[config.mk]
export PLATFORM = sky130hd
export DESIGN_NAME = fixed_partition_allocator
export DESIGN_NICKNAME = d
export VERILOG_FILES = /design/src/hw/rtl/fpa_pkg.sv /design/src/hw/rtl/fpa_cell.sv /design/src/hw/rtl/fixed_partition_allocator.sv
export SDC_FILE = /design/constraint.sdc
export NUM_CORES = 2
export LEC_CHECK = 0
export BUFFER_PORTS_ARGS = -buffer_cell sky130_fd_sc_hd__clkbuf_2
export CAP_MARGIN = 0
export CORE_MARGIN = 4
export CORE_UTILIZATION = 60
export DETAILED_ROUTE_END_ITERATION = 16
export PLACE_DENSITY_LB_ADDON = 0.15
export SLEW_MARGIN = 20
export SYNTH_ARGS = -nofsm -noshare
export SYNTH_HDL_FRONTEND = slang
export SYNTH_SLANG_ARGS = --single-unit
[constraint.sdc]
create_clock -name clk_i -period 4.3 [get_ports clk_i]
set_input_delay 0.86 -clock clk_i [delete_from_list [all_inputs] [get_ports clk_i]]
set_output_delay 0.86 -clock clk_i [all_outputs]
set_load 0.01 [all_outputs]
[src/hw/rtl/fpa_pkg.sv]
// Shared codes and handoff types for the fixed partition allocator.
`default_nettype none

package fpa_pkg;

  localparam logic [1:0] OP_CLEAR  = 2'd0;
  localparam logic [1:0] OP_APPEND = 2'd1;
  localparam logic [1:0] OP_PLACE  = 2'd2;

  localparam logic [1:0] POL_FIRST = 2'd0;
  localparam logic [1:0] POL_WORST = 2'd1;
  localparam logic [1:0] POL_BEST  = 2'd2;

  localparam logic [2:0] STAT_PLACED  = 3'd0;
  localparam logic [2:0] STAT_NO_FIT  = 3'd1;
  localparam logic [2:0] STAT_ADDED   = 3'd2;
  localparam logic [2:0] STAT_FULL    = 3'd3;
  localparam logic [2:0] STAT_CLEARED = 3'd4;

  // Control part of the search request that walks down the row of cells.
  typedef struct packed {
    logic       active;
    logic       found;
    logic [1:0] policy;
  } fpa_scan_t;

  // Table update broadcast to every cell.
  typedef struct packed {
    logic clear;
    logic wr_en;
    logic mark_en;
  } fpa_cmd_t;

  // The high bit selects an operation or policy; the upper code folds onto it.
  function automatic logic op_is_place(input logic [1:0] op);
    return op[1];
  endfunction

  function automatic logic pol_is_best(input logic [1:0] pol);
    return pol[1];
  endfunction

  function automatic logic pol_is_worst(input logic [1:0] pol);
    return (pol == POL_WORST);
  endfunction

endpackage

`default_nettype wire

[src/hw/rtl/fpa_cell.sv]
// One partition entry of the allocator row, with its search stage.
`default_nettype none

module fpa_cell
  import fpa_pkg::*;
#(
  parameter int SIZE_WIDTH = 16,
  parameter int IDX_WIDTH  = 4,
  parameter int CNT_WIDTH  = 5,
  parameter int IDX        = 0
) (
  input  wire                   clk_i,
  input  wire                   rst_ni,
  input  fpa_cmd_t              cmd_i,
  input  wire [IDX_WIDTH-1:0]   wr_idx_i,
  input  wire [SIZE_WIDTH-1:0]  wr_size_i,
  input  wire [IDX_WIDTH-1:0]   mark_idx_i,
  input  wire [CNT_WIDTH-1:0]   count_i,
  input  fpa_scan_t             scan_i,
  input  wire [SIZE_WIDTH-1:0]  req_i,
  input  wire [IDX_WIDTH-1:0]   pick_idx_i,
  input  wire [SIZE_WIDTH-1:0]  pick_size_i,
  output fpa_scan_t             scan_o,
  output logic [SIZE_WIDTH-1:0] req_o,
  output logic [IDX_WIDTH-1:0]  pick_idx_o,
  output logic [SIZE_WIDTH-1:0] pick_size_o
);

  logic [SIZE_WIDTH-1:0] size_q;
  logic                  taken_q;
  fpa_scan_t             scan_q;
  logic [SIZE_WIDTH-1:0] req_q;
  logic [IDX_WIDTH-1:0]  pick_idx_q;
  logic [SIZE_WIDTH-1:0] pick_size_q;

  logic entry_free;
  logic fits;
  logic take;
  logic wr_hit;
  logic mark_hit;

  assign entry_free = (CNT_WIDTH'(IDX) < count_i) && !taken_q;
  assign fits       = (size_q >= req_i);
  assign wr_hit     = cmd_i.wr_en && (wr_idx_i == IDX_WIDTH'(IDX));
  assign mark_hit   = cmd_i.mark_en && (mark_idx_i == IDX_WIDTH'(IDX));

  always_comb begin
    take = 1'b0;
    if (scan_i.active && entry_free) begin
      if (pol_is_best(scan_i.policy)) begin
        take = fits && (!scan_i.found || size_q < pick_size_i);
      end else if (pol_is_worst(scan_i.policy)) begin
        // largest so far; the fit test is made at the tail of the row
        take = !scan_i.found || size_q > pick_size_i;
      end else begin
        take = fits && !scan_i.found;
      end
    end
  end

  always_ff @(posedge clk_i or negedge rst_ni) begin
    if (!rst_ni) begin
      taken_q <= 1'b0;
      scan_q  <= '0;
    end else begin
      if (cmd_i.clear || wr_hit) begin
        taken_q <= 1'b0;
      end else if (mark_hit) begin
        taken_q <= 1'b1;
      end
      scan_q.active <= scan_i.active;
      scan_q.policy <= scan_i.policy;
      scan_q.found  <= scan_i.found || take;
    end
  end

  always_ff @(posedge clk_i) begin
    if (wr_hit) begin
      size_q <= wr_size_i;
    end
    req_q <= req_i;
    if (take) begin
      pick_idx_q  <= IDX_WIDTH'(IDX);
      pick_size_q <= size_q;
    end else begin
      pick_idx_q  <= pick_idx_i;
      pick_size_q <= pick_size_i;
    end
  end

  assign scan_o      = scan_q;
  assign req_o       = req_q;
  assign pick_idx_o  = pick_idx_q;
  assign pick_size_o = pick_size_q;

endmodule

`default_nettype wire

[src/hw/rtl/fixed_partition_allocator.sv]
// Top level of the fixed partition allocator: control, table row and result register.
//
// Usage: requests arrive on the s_axis channel, operation in tuser, size in
// tdata. Each request yields exactly one result on m_axis: status in tuser,
// partition index and leftover in tdata. fit_policy is written through
// cfg_we_i / cfg_wdata_i while the block is idle.
// For clear and append the result is registered and valid the
// cycle after the request is taken.
// A place request walks the row of MAX_PARTITIONS cells, one cell per clock,
// carrying the best candidate so far; its result is registered when the
// request leaves the tail of the row, and no new request is taken until
// then. The row length sets how long a place lasts.
// Requests are taken only when the result register is empty or being drained;
// a stalled receiver holds m_axis and in turn holds off s_axis.
// Reset empties the table, clears all taken marks, selects first fit and
// drops any pending result. Partition sizes are not reset; only appended
// entries are ever read.
`default_nettype none

module fixed_partition_allocator
  import fpa_pkg::*;
#(
  parameter int MAX_PARTITIONS = 16,
  parameter int SIZE_WIDTH     = 16
) (
  input  wire         clk_i,
  input  wire         rst_ni,
  input  wire         cfg_we_i,
  input  wire  [1:0]  cfg_wdata_i,
  input  wire         s_axis_tvalid,
  output logic        s_axis_tready,
  input  wire  [15:0] s_axis_tdata,   // size_value[15:0]
  input  wire  [1:0]  s_axis_tuser,   // operation[1:0]
  output logic        m_axis_tvalid,
  input  wire         m_axis_tready,
  output logic [23:0] m_axis_tdata,   // partition_index[3:0], leftover[19:4], zero pad
  output logic [2:0]  m_axis_tuser    // status[2:0]
);

  localparam int IDX_WIDTH = (MAX_PARTITIONS > 1) ? $clog2(MAX_PARTITIONS) : 1;
  localparam int CNT_WIDTH = $clog2(MAX_PARTITIONS + 1);

  localparam logic S_IDLE = 1'b0;
  localparam logic S_SCAN = 1'b1;

  logic                 state_q, state_d;
  logic [CNT_WIDTH-1:0] count_q, count_d;
  logic [1:0]           policy_q;
  logic                 m_valid_q, m_valid_d;
  logic [2:0]           m_status_q, m_status_d;
  logic [3:0]           m_idx_q, m_idx_d;
  logic [15:0]          m_left_q, m_left_d;

  fpa_cmd_t              cmd;
  logic [IDX_WIDTH-1:0]  mark_idx;
  logic [SIZE_WIDTH-1:0] in_size;
  logic                  s_fire;
  logic                  out_free;
  logic                  table_full;

  fpa_scan_t             scan_c      [MAX_PARTITIONS+1];
  logic [SIZE_WIDTH-1:0] req_c       [MAX_PARTITIONS+1];
  logic [IDX_WIDTH-1:0]  pick_idx_c  [MAX_PARTITIONS+1];
  logic [SIZE_WIDTH-1:0] pick_size_c [MAX_PARTITIONS+1];

  logic                  tail_hit;

  assign out_free      = !m_valid_q || m_axis_tready;
  assign s_axis_tready = (state_q == S_IDLE) && out_free;
  assign s_fire        = s_axis_tvalid && s_axis_tready;
  assign in_size       = SIZE_WIDTH'(s_axis_tdata);
  assign table_full    = (count_q == CNT_WIDTH'(MAX_PARTITIONS));

  // inject the search request at the head of the row
  assign scan_c[0].active = s_fire && op_is_place(s_axis_tuser);
  assign scan_c[0].found  = 1'b0;
  assign scan_c[0].policy = policy_q;
  assign req_c[0]         = in_size;
  assign pick_idx_c[0]    = '0;
  assign pick_size_c[0]   = '0;

  for (genvar g = 0; g < MAX_PARTITIONS; g++) begin : g_cell
    fpa_cell #(
      .SIZE_WIDTH (SIZE_WIDTH),
      .IDX_WIDTH  (IDX_WIDTH),
      .CNT_WIDTH  (CNT_WIDTH),
      .IDX        (g)
    ) u_cell (
      .clk_i       (clk_i),
      .rst_ni      (rst_ni),
      .cmd_i       (cmd),
      .wr_idx_i    (count_q[IDX_WIDTH-1:0]),
      .wr_size_i   (in_size),
      .mark_idx_i  (mark_idx),
      .count_i     (count_q),
      .scan_i      (scan_c[g]),
      .req_i       (req_c[g]),
      .pick_idx_i  (pick_idx_c[g]),
      .pick_size_i (pick_size_c[g]),
      .scan_o      (scan_c[g+1]),
      .req_o       (req_c[g+1]),
      .pick_idx_o  (pick_idx_c[g+1]),
      .pick_size_o (pick_size_c[g+1])
    );
  end

  // worst fit may carry a candidate too small for the request; reject it here
  assign tail_hit = scan_c[MAX_PARTITIONS].found &&
                    (pick_size_c[MAX_PARTITIONS] >= req_c[MAX_PARTITIONS]);
  assign mark_idx = pick_idx_c[MAX_PARTITIONS];

  always_comb begin
    state_d    = state_q;
    count_d    = count_q;
    m_valid_d  = m_valid_q && !m_axis_tready;
    m_status_d = m_status_q;
    m_idx_d    = m_idx_q;
    m_left_d   = m_left_q;
    cmd        = '0;
    case (state_q)
      S_IDLE: begin
        if (s_fire) begin
          if (op_is_place(s_axis_tuser)) begin
            state_d = S_SCAN;
          end else if (s_axis_tuser == OP_APPEND) begin
            m_valid_d = 1'b1;
            m_left_d  = '0;
            if (table_full) begin
              m_status_d = STAT_FULL;
              m_idx_d    = '0;
            end else begin
              cmd.wr_en  = 1'b1;
              count_d    = count_q + 1'b1;
              m_status_d = STAT_ADDED;
              m_idx_d    = 4'(count_q);
            end
          end else begin
            cmd.clear  = 1'b1;
            count_d    = '0;
            m_valid_d  = 1'b1;
            m_status_d = STAT_CLEARED;
            m_idx_d    = '0;
            m_left_d   = '0;
          end
        end
      end
      S_SCAN: begin
        if (scan_c[MAX_PARTITIONS].active) begin
          state_d   = S_IDLE;
          m_valid_d = 1'b1;
          if (tail_hit) begin
            cmd.mark_en = 1'b1;
            m_status_d  = STAT_PLACED;
            m_idx_d     = 4'(pick_idx_c[MAX_PARTITIONS]);
            m_left_d    = 16'(pick_size_c[MAX_PARTITIONS] - req_c[MAX_PARTITIONS]);
          end else begin
            m_status_d = STAT_NO_FIT;
            m_idx_d    = '0;
            m_left_d   = '0;
          end
        end
      end
      default: begin
        state_d = S_IDLE;
      end
    endcase
  end

  always_ff @(posedge clk_i or negedge rst_ni) begin
    if (!rst_ni) begin
      state_q   <= S_IDLE;
      count_q   <= '0;
      policy_q  <= POL_FIRST;
      m_valid_q <= 1'b0;
    end else begin
      state_q   <= state_d;
      count_q   <= count_d;
      m_valid_q <= m_valid_d;
      if (cfg_we_i) begin
        policy_q <= cfg_wdata_i;
      end
    end
  end

  always_ff @(posedge clk_i) begin
    m_status_q <= m_status_d;
    m_idx_q    <= m_idx_d;
    m_left_q   <= m_left_d;
  end

  assign m_axis_tvalid = m_valid_q;
  assign m_axis_tuser  = m_status_q;
  assign m_axis_tdata  = {4'b0000, m_left_q, m_idx_q};

  // a search reaches the tail only while the controller is scanning
  a_tail_in_scan: assert property (@(posedge clk_i) disable iff (!rst_ni)
    scan_c[MAX_PARTITIONS].active |-> (state_q == S_SCAN))
    else $error("search request left the row outside a scan");

  // the result register is always empty when a search completes
  a_tail_out_free: assert property (@(posedge clk_i) disable iff (!rst_ni)
    scan_c[MAX_PARTITIONS].active |-> !m_valid_q)
    else $error("search completed while a result was still pending");

  // a place request starts a scan and blocks further requests
  a_place_scans: assert property (@(posedge clk_i) disable iff (!rst_ni)
    (s_fire && op_is_place(s_axis_tuser)) |=> (state_q == S_SCAN && !s_axis_tready))
    else $error("place request did not start a scan");

  // the partition count never exceeds the row length
  a_count_bound: assert property (@(posedge clk_i) disable iff (!rst_ni)
    count_q <= CNT_WIDTH'(MAX_PARTITIONS))
    else $error("partition count beyond table size");

  // a marked partition lies within the filled part of the table
  a_mark_valid: assert property (@(posedge clk_i) disable iff (!rst_ni)
    cmd.mark_en |-> (CNT_WIDTH'(mark_idx) < count_q))
    else $error("mark outside the filled table");

endmodule

`default_nettype wire

# Yosys cells after proc, flatten, opt, wreduce, memory -nomap -nowiden
# Index checks and enable logic that the tools add are counted.
# word_totals
ff_bits	927
input_bits	25
output_inout_bits	29
elab_cells	600
# classes
addsub	2
n_lt_le_gt_ge	63
n_eq_ne	52
muxes	134
bitwise_logic	2
reduce_logical	214
# ops
cell	n
16-bit two-way mux	19
16-bit greater-or-equal comparator	17
16-bit greater-than comparator	15
16-bit less-than comparator	15
1-bit logical AND	99
1-bit two-way mux	95
4-bit equality test, second input constant	16
1-bit logical OR	62
4-bit by 5-bit less-than comparator with 1-bit output, first input constant	8
2-bit by 1-bit equality test with 1-bit output, second input constant	17
1-bit logical NOT	33
4-bit by 3-bit equality test with 1-bit output, second input constant	8
16-bit one-hot mux with 2 select lines	1
2-bit nonzero test	16
4-bit two-way mux	6
3-bit by 5-bit less-than comparator with 1-bit output, first input constant	4
4-bit by 2-bit equality test with 1-bit output, second input constant	4
16-bit subtractor	1
3-bit two-way mux	4
1-bit by 5-bit less-than comparator with 1-bit output, first input constant	2
2-bit by 5-bit less-than comparator with 1-bit output, first input constant	2
5-bit two-way mux	2
4-bit by 1-bit equality test with 1-bit output, second input constant	2
4-bit logical NOT	2
other kinds (11)	17

# Longest topological paths before layout
# depth
ltp_word	9
ltp_mapped	12
depth_no_buf	11

# Cells and area by module
# From an unflattened synthesis, not the netlist that was laid out.
# hier_totals
cells_unflattened	3575
hier_area_um2	42406.9
# by_module_without_submodules
mod	instances	cells_each	area_each_um2	seq_area_each_um2
fpa_cell at g_cell[5].u_cell	1	205	2548.7	1326.3
fpa_cell at g_cell[10].u_cell	1	208	2539.9	1326.3
fpa_cell at g_cell[15].u_cell	1	204	2537.4	1326.3
fpa_cell at g_cell[6].u_cell	1	207	2536.2	1326.3
fpa_cell at g_cell[8].u_cell	1	207	2534.9	1326.3
fpa_cell at g_cell[9].u_cell	1	208	2533.7	1326.3
fpa_cell at g_cell[1].u_cell	1	205	2529.9	1326.3
fpa_cell at g_cell[3].u_cell	1	212	2517.4	1326.3
fpa_cell at g_cell[7].u_cell	1	208	2506.2	1326.3
fpa_cell at g_cell[13].u_cell	1	206	2504.9	1326.3
fpa_cell at g_cell[14].u_cell	1	210	2492.4	1326.3
fpa_cell at g_cell[0].u_cell	1	207	2463.6	1326.3
fpa_cell at g_cell[11].u_cell	1	206	2459.9	1326.3
fpa_cell at g_cell[12].u_cell	1	210	2459.9	1326.3
3 more rows	-	-	-	-

# Least setup slack after synthesis
# Ideal clock, no wire load.
# synth_timing
path_type	input to register
start	in m_axis_tready
end	reg g_cell[0].u_cell.size_q[0] (enable)
setup_ns	0.409
arrival_time_ns	3.421
t_required_ns	3.891
slack_ns	0.470
stages	9
path_buffers	1
cell_sequence	inv_1 -> a21oi_1 -> nand2_1 -> nor2_1 -> nand2_1 -> nor2_1 -> clkbuf_1 -> nand2_1 -> nor3_1
# synth_between
elab_chain_len	6
# synth_lines
item	line_no	source
start: declaration	fixed_partition_allocator.sv:35	input wire m_axis_tready,
1-bit logical OR	fixed_partition_allocator.sv:68	assign out_free = !m_valid_q || m_axis_tready;
1-bit logical AND	fixed_partition_allocator.sv:69	assign s_axis_tready = (state_q == S_IDLE) && out_free;
via s_axis_tready	fixed_partition_allocator.sv:31	output logic s_axis_tready,
1-bit logical AND	fixed_partition_allocator.sv:70	assign s_fire = s_axis_tvalid && s_axis_tready;
2-bit two-way mux	fixed_partition_allocator.sv:122	if (s_fire) begin
2-bit two-way mux	fixed_partition_allocator.sv:120	case (state_q)
1-bit logical AND	fpa_cell.sv:44	assign wr_hit = cmd_i.wr_en && (wr_idx_i == IDX_WIDTH'(IDX));
via g_cell[0].u_cell.wr_hit	fpa_cell.sv:39	logic wr_hit;
end signal: assignment	fpa_cell.sv:79	size_q <= wr_size_i;
end: declaration	fpa_cell.sv:29	logic [SIZE_WIDTH-1:0] size_q;
# The timed path passes the listed nets, and every way through them passes these cells.
# A chain may end at the register's enable or synchronous reset.

# Worst setup path in the final report
# layout_timing
start	reg g_cell[14].u_cell.size_q[7]
end	reg g_cell[14].u_cell.pick_size_q[6]
# layout_between
elab_chain_len	6
elab_cells_between_ends	11
classes_between	order compare: 3; mux: 4; reduce/logical: 4
# layout_lines
item	line_no	source
start: declaration	fpa_cell.sv:29	
start signal: assignment	fpa_cell.sv:79	
16-bit greater-or-equal comparator (tied with other cells)	fpa_cell.sv:43	assign fits = (size_q >= req_i);
1-bit logical AND (tied with other cells)	fpa_cell.sv:56	take = fits && !scan_i.found;
1-bit two-way mux / 1-bit logical AND (equally long branches)	fpa_cell.sv:52, fpa_cell.sv:51	
1-bit two-way mux *	fpa_cell.sv:50	if (pol_is_best(scan_i.policy)) begin
1-bit two-way mux *	fpa_cell.sv:49	if (scan_i.active && entry_free) begin
16-bit two-way mux *	fpa_cell.sv:82	if (take) begin
end signal: assignment	fpa_cell.sv:84	pick_size_q <= size_q;
end signal: assignment	fpa_cell.sv:87	pick_size_q <= pick_size_i;
end: declaration	fpa_cell.sv:34	logic [SIZE_WIDTH-1:0] pick_size_q;
# Mark *: on every way between the ends. The rest lies on a longest branch, timed or not.

==> results.md <==
- Combinational fraction of design power: 6.9%
- Worst reg2reg startpoint: g_cell[14].u_cell.size_q[7]
- Clock root buffer: sky130_fd_sc_hd__clkbuf_16
- Internal power: about 15000 uW
- Worst hold margin: 0.280 ns
- Initial core utilization: 60.5%
- Final weighted congestion of routability-driven global placement: roughly 0.90
- Router iterations before antenna repair: 8
- Critical Path Max Stage Delay: a little over 0.7 ns
- Total leakage power: 0.0193 uW
- Share of post-route cells with drive strength above 1: 14.8%
- Routed length on met1: approximately 40000 um
- Die area: roughly 0.070 sq mm
- Top layer reached by signal wires: met4
- Final Hold Viols: 0
- Synthesized instance count: around 3400
- Startpoint type of the worst setup path: flip-flop
- Die extent in x: ~270 um
- Met3 routed WL: 4740 um
- Max FO, Critical Path: 13
- Number of enable flip-flop cells after synthesis: ~280
- Via density per instance: ~5.6
- IR Drop Worst-Case VDD: between 0.3 and 0.4 mV
- Setup bufs post-CTS: 0
- Fraction of power consumed by the clock network: 42.1%
- Crit path kind: reg -> reg
- Core Footprint: 0.0656 sq mm
- Net switching power: roughly 4500 uW
- Worst clock skew: roughly 0.022 ns
- Status: completed
- Data required time of the critical path: 4.82 ns
- Reg2reg setup slack: slightly below 0.8 ns
- Number of buffers and inverters on the critical path: 1
- Post-place instance area: 0.0412 sq mm
- Share of the cycle needed by the critical path after routing: 81.7%
- Count of cells resized by post-cts repair: 0
- Maximum achievable frequency: around 280 MHz
- Share of the synthesized area in the top cell type: between 20 and 30%
- Vias in the first global route: approximately 26000
- Length of routed met2 wiring: 46600 um
- Warnings, synthesis: 0
- Switching Fraction: between 20% and 30%
- TritonCTS clock tree: built
- Io pins: 54
- Cell class contributing the biggest share of worst-path delay: compound AO/OA/AOI/OAI gates
- Final WL: ~94000 um
- Placement row count: 94
- Post-route cell area: between 0.04 and 0.05 sq mm
- Max transition margin: about 33%
- Data arrival time at the worst-slack endpoint: between 4 and 5 ns
- Cell with the largest stage delay on the worst path: sky130_fd_sc_hd__a2111oi_4
- Count of buffers inserted at the top-level ports: 49
- Post-layout minimum cycle time: approximately 3.5 ns
- Clock Latency Late Sink: approximately 0.65 ns
- All-layer global routing usage: 26.8%
- Remaining antenna violation count: 0
- Max capacitance violation total: 0
- Pin count of the biggest net entering global routing: 61
- Maximum count of clock buffers along a single path: 3
- Starting DRC count in detailed routing: roughly 1700
- Count of final setup violators: 0
- Wire length of the first global-routing pass: roughly 150000 um
- Net count, final: about 4100
- Mean cell area of the mapped netlist: 11.7 sq um
- Type of destination of the critical path: flip-flop
- Number of filler cells placed in the layout: a little under 5000
- Post-detail-place hpwl: 69700 um
- Post-synthesis sequential area ratio: between 50% and 60%
- Vias: about 25000
- Areal power density over the cells: 433 mW/mm^2
- Post-synth top area cell: sky130_fd_sc_hd__dfxtp_1
- Sequential share of power: between 50% and 60%
- Number of cells traversed by the worst register-to-register path: 9
- Count leader, synth: sky130_fd_sc_hd__dfxtp_1
- Setup TNS: 0 ns
- Async set-reset flop share out of synthesis: approximately a tenth
- Number of antenna violations at the first check in global routing: 4
- Number of distinct library cell variants in the gate-level netlist after synthesis: just over 80
- Remaining global-route overflow: 0
- # hold bufs at CTS: 0
- Per-cell routed wire length: about 21 um
- Main area contributors after synthesis: sky130_fd_sc_hd__dfxtp_1 28%, sky130_fd_sc_hd__edfxtp_1 21%, sky130_fd_sc_hd__ha_1 16%, sky130_fd_sc_hd__mux2_2 6.4%, sky130_fd_sc_hd__dfrtp_1 5.5%
- Clock-pin slew reported for the worst setup and hold paths after clock tree synthesis: ~0.06 ns
- Remaining design rule violation count: 0
- Top FF cell, synth: sky130_fd_sc_hd__dfxtp_1
- Die extent in y: roughly 270 um
- Number of buffers added by the clock tree synthesis step: 94
- Worst reg2reg path endpoint: g_cell[14].u_cell.pick_size_o[6]
- Number of pins with negative max-slew slack in the final report: 0
- Worst slew pin tran: roughly 1 ns
- Setup repair after global routing missed its margin: false
- Type of the worst min-delay path: in -> async
- Flip-flop and latch count after synthesis: approximately 900
- Number of sinks driven by the clock tree: approximately 930
- Count of H-tree levels built during CTS: 3
- CP cell instances: ha_1 > nand4_1 > a2111oi_0 > nor3b_1 > o21ai_0 > nand3b_1 > a2111oi_4 > buf_4 > mux2_2
- Post-synthesis instance area: around 0.040 sq mm
- Synth top cells by count: 561 x sky130_fd_sc_hd__dfxtp_1, 524 x sky130_fd_sc_hd__inv_1, 516 x sky130_fd_sc_hd__ha_1, 279 x sky130_fd_sc_hd__edfxtp_1, 227 x sky130_fd_sc_hd__mux2_2
- Area added between synthesis and finish: 11.6%
==> area by class of cell <==
cell class	instances	area [sq um]	share of cell area, %
flip-flops and latches	927	21800	49.2
diodes	1	2.50	0.00565
repair buffers	97	608	1.37
inverters	525	1970	4.45
well taps	864	1080	2.44
clock buffers	137	2730	6.16
multi-input cells	1881	15800	35.6
clock inverters	41	377	0.850
==> per-stage QoR <==
step / power, uW / setup WS (ns) / std cells / utilization, %
global route: 19900 / 0.469 / 4472 / 67.5
detailed placement: 11300 / 0.860 / 4294 / 62.8
floorplan: 10700 / 0.470 / 3383 / -
CTS: 19300 / 0.821 / 4472 / 67.5
global placement: 11200 / 0.933 / 4294 / 62.8
finish: 19200 / 0.786 / 4473 / 67.5
==> logic make-up after synthesis <==
kind of cell | synth area share [%]
DFF | 54.9
and+or+nand+nor | 7.81
buffers and inverters | 5.63
adders and majority gates | 16.3
AOI/OAI and AO/OA | 8.05
muxes | 7.08
xor gates and xnor gates | 0.221
other | 0.00945
==> cell usage in the layout (no fill, tap or decap), types with 21 or more instances in the layout <==
cell type	n
sky130_fd_sc_hd__and2_1	31
sky130_fd_sc_hd__clkbuf_1	25
sky130_fd_sc_hd__o211ai_1	25
sky130_fd_sc_hd__a21oi_1	209
sky130_fd_sc_hd__buf_4	49
sky130_fd_sc_hd__dfxtp_1	561
sky130_fd_sc_hd__clkbuf_2	48
sky130_fd_sc_hd__dfrtp_1	87
sky130_fd_sc_hd__a211oi_1	27
sky130_fd_sc_hd__nand2_1	141
sky130_fd_sc_hd__a21o_1	35
sky130_fd_sc_hd__nor3_1	21
sky130_fd_sc_hd__o21ai_0	90
sky130_fd_sc_hd__or2_2	26
sky130_fd_sc_hd__nand4_1	82
sky130_fd_sc_hd__nand2b_1	42
sky130_fd_sc_hd__nor2b_1	46
sky130_fd_sc_hd__mux2_2	227
sky130_fd_sc_hd__ha_1	516
sky130_fd_sc_hd__nor2_1	109
sky130_fd_sc_hd__clkbuf_16	97
sky130_fd_sc_hd__inv_1	524
sky130_fd_sc_hd__edfxtp_1	279
sky130_fd_sc_hd__nand3_1	39
==> registers in the layout (all words and copies together) (netlist names), 2 cells and up <==
register / flops
g_cell.u_cell.pick_size_o: 256
g_cell.u_cell.req_o: 256
g_cell.u_cell.size_q: 256
g_cell.u_cell.scan_o: 62
g_cell.u_cell.pick_idx_o: 49
g_cell.u_cell.taken_q: 16
m_left_q: 16
count_q: 5
m_idx_q: 4
m_axis_tuser: 3
policy_q: 2
==> worst max-delay path by stage <==
stage          slack, ns  depth (start not counted)                         start                                to
3_3_place_gp        0.93                         12               s_axis_tdata[0]   g_cell[0].u_cell.pick_size_o[5]
3_5_place_dp        0.86                          9   g_cell[11].u_cell.size_q[1]  g_cell[11].u_cell.pick_size_o[7]
5_1_grt             0.47                         10  g_cell[15].u_cell.size_q[11]  g_cell[15].u_cell.pick_size_o[5]
4_1_cts             0.82                          9   g_cell[14].u_cell.size_q[7]  g_cell[14].u_cell.pick_size_o[6]
6_report            0.79                          9   g_cell[14].u_cell.size_q[7]  g_cell[14].u_cell.pick_size_o[6]
2_1_floorplan       0.47                          9                 m_axis_tready        g_cell[0].u_cell.size_q[0]
==> routing by layer <==
metal / vias to the layer above / global-route usage, %
met4: 0 / 9.57
met1: 12200 / 33.8
met3: 216 / 4.31
met2: 652 / 47.2
li1: 12100 / -
met5: - / 0
==> power by group through the flow <==
stage	Sequential, uW	Clock [uW]	Combinational, uW
2_1_floorplan	9790	0	905
3_3_place_gp	9960	0	1250
3_5_place_dp	9970	0	1300
4_1_cts	9780	8200	1320
5_1_grt	9820	8570	1490
6_report	9780	8080	1320
==> worst register-to-register path, stage by stage, from the launching register on <==
cell	delay, ns
sky130_fd_sc_hd__edfxtp_1	0.43
sky130_fd_sc_hd__ha_1	0.36
sky130_fd_sc_hd__nand4_1	0.22
sky130_fd_sc_hd__a2111oi_0	0.45
sky130_fd_sc_hd__nor3b_1	0.13
sky130_fd_sc_hd__o21ai_0	0.22
sky130_fd_sc_hd__nand3b_1	0.16
sky130_fd_sc_hd__a2111oi_4	0.71
sky130_fd_sc_hd__buf_4	0.36
sky130_fd_sc_hd__mux2_2	0.36
Power figures use the tool's default switching activity.
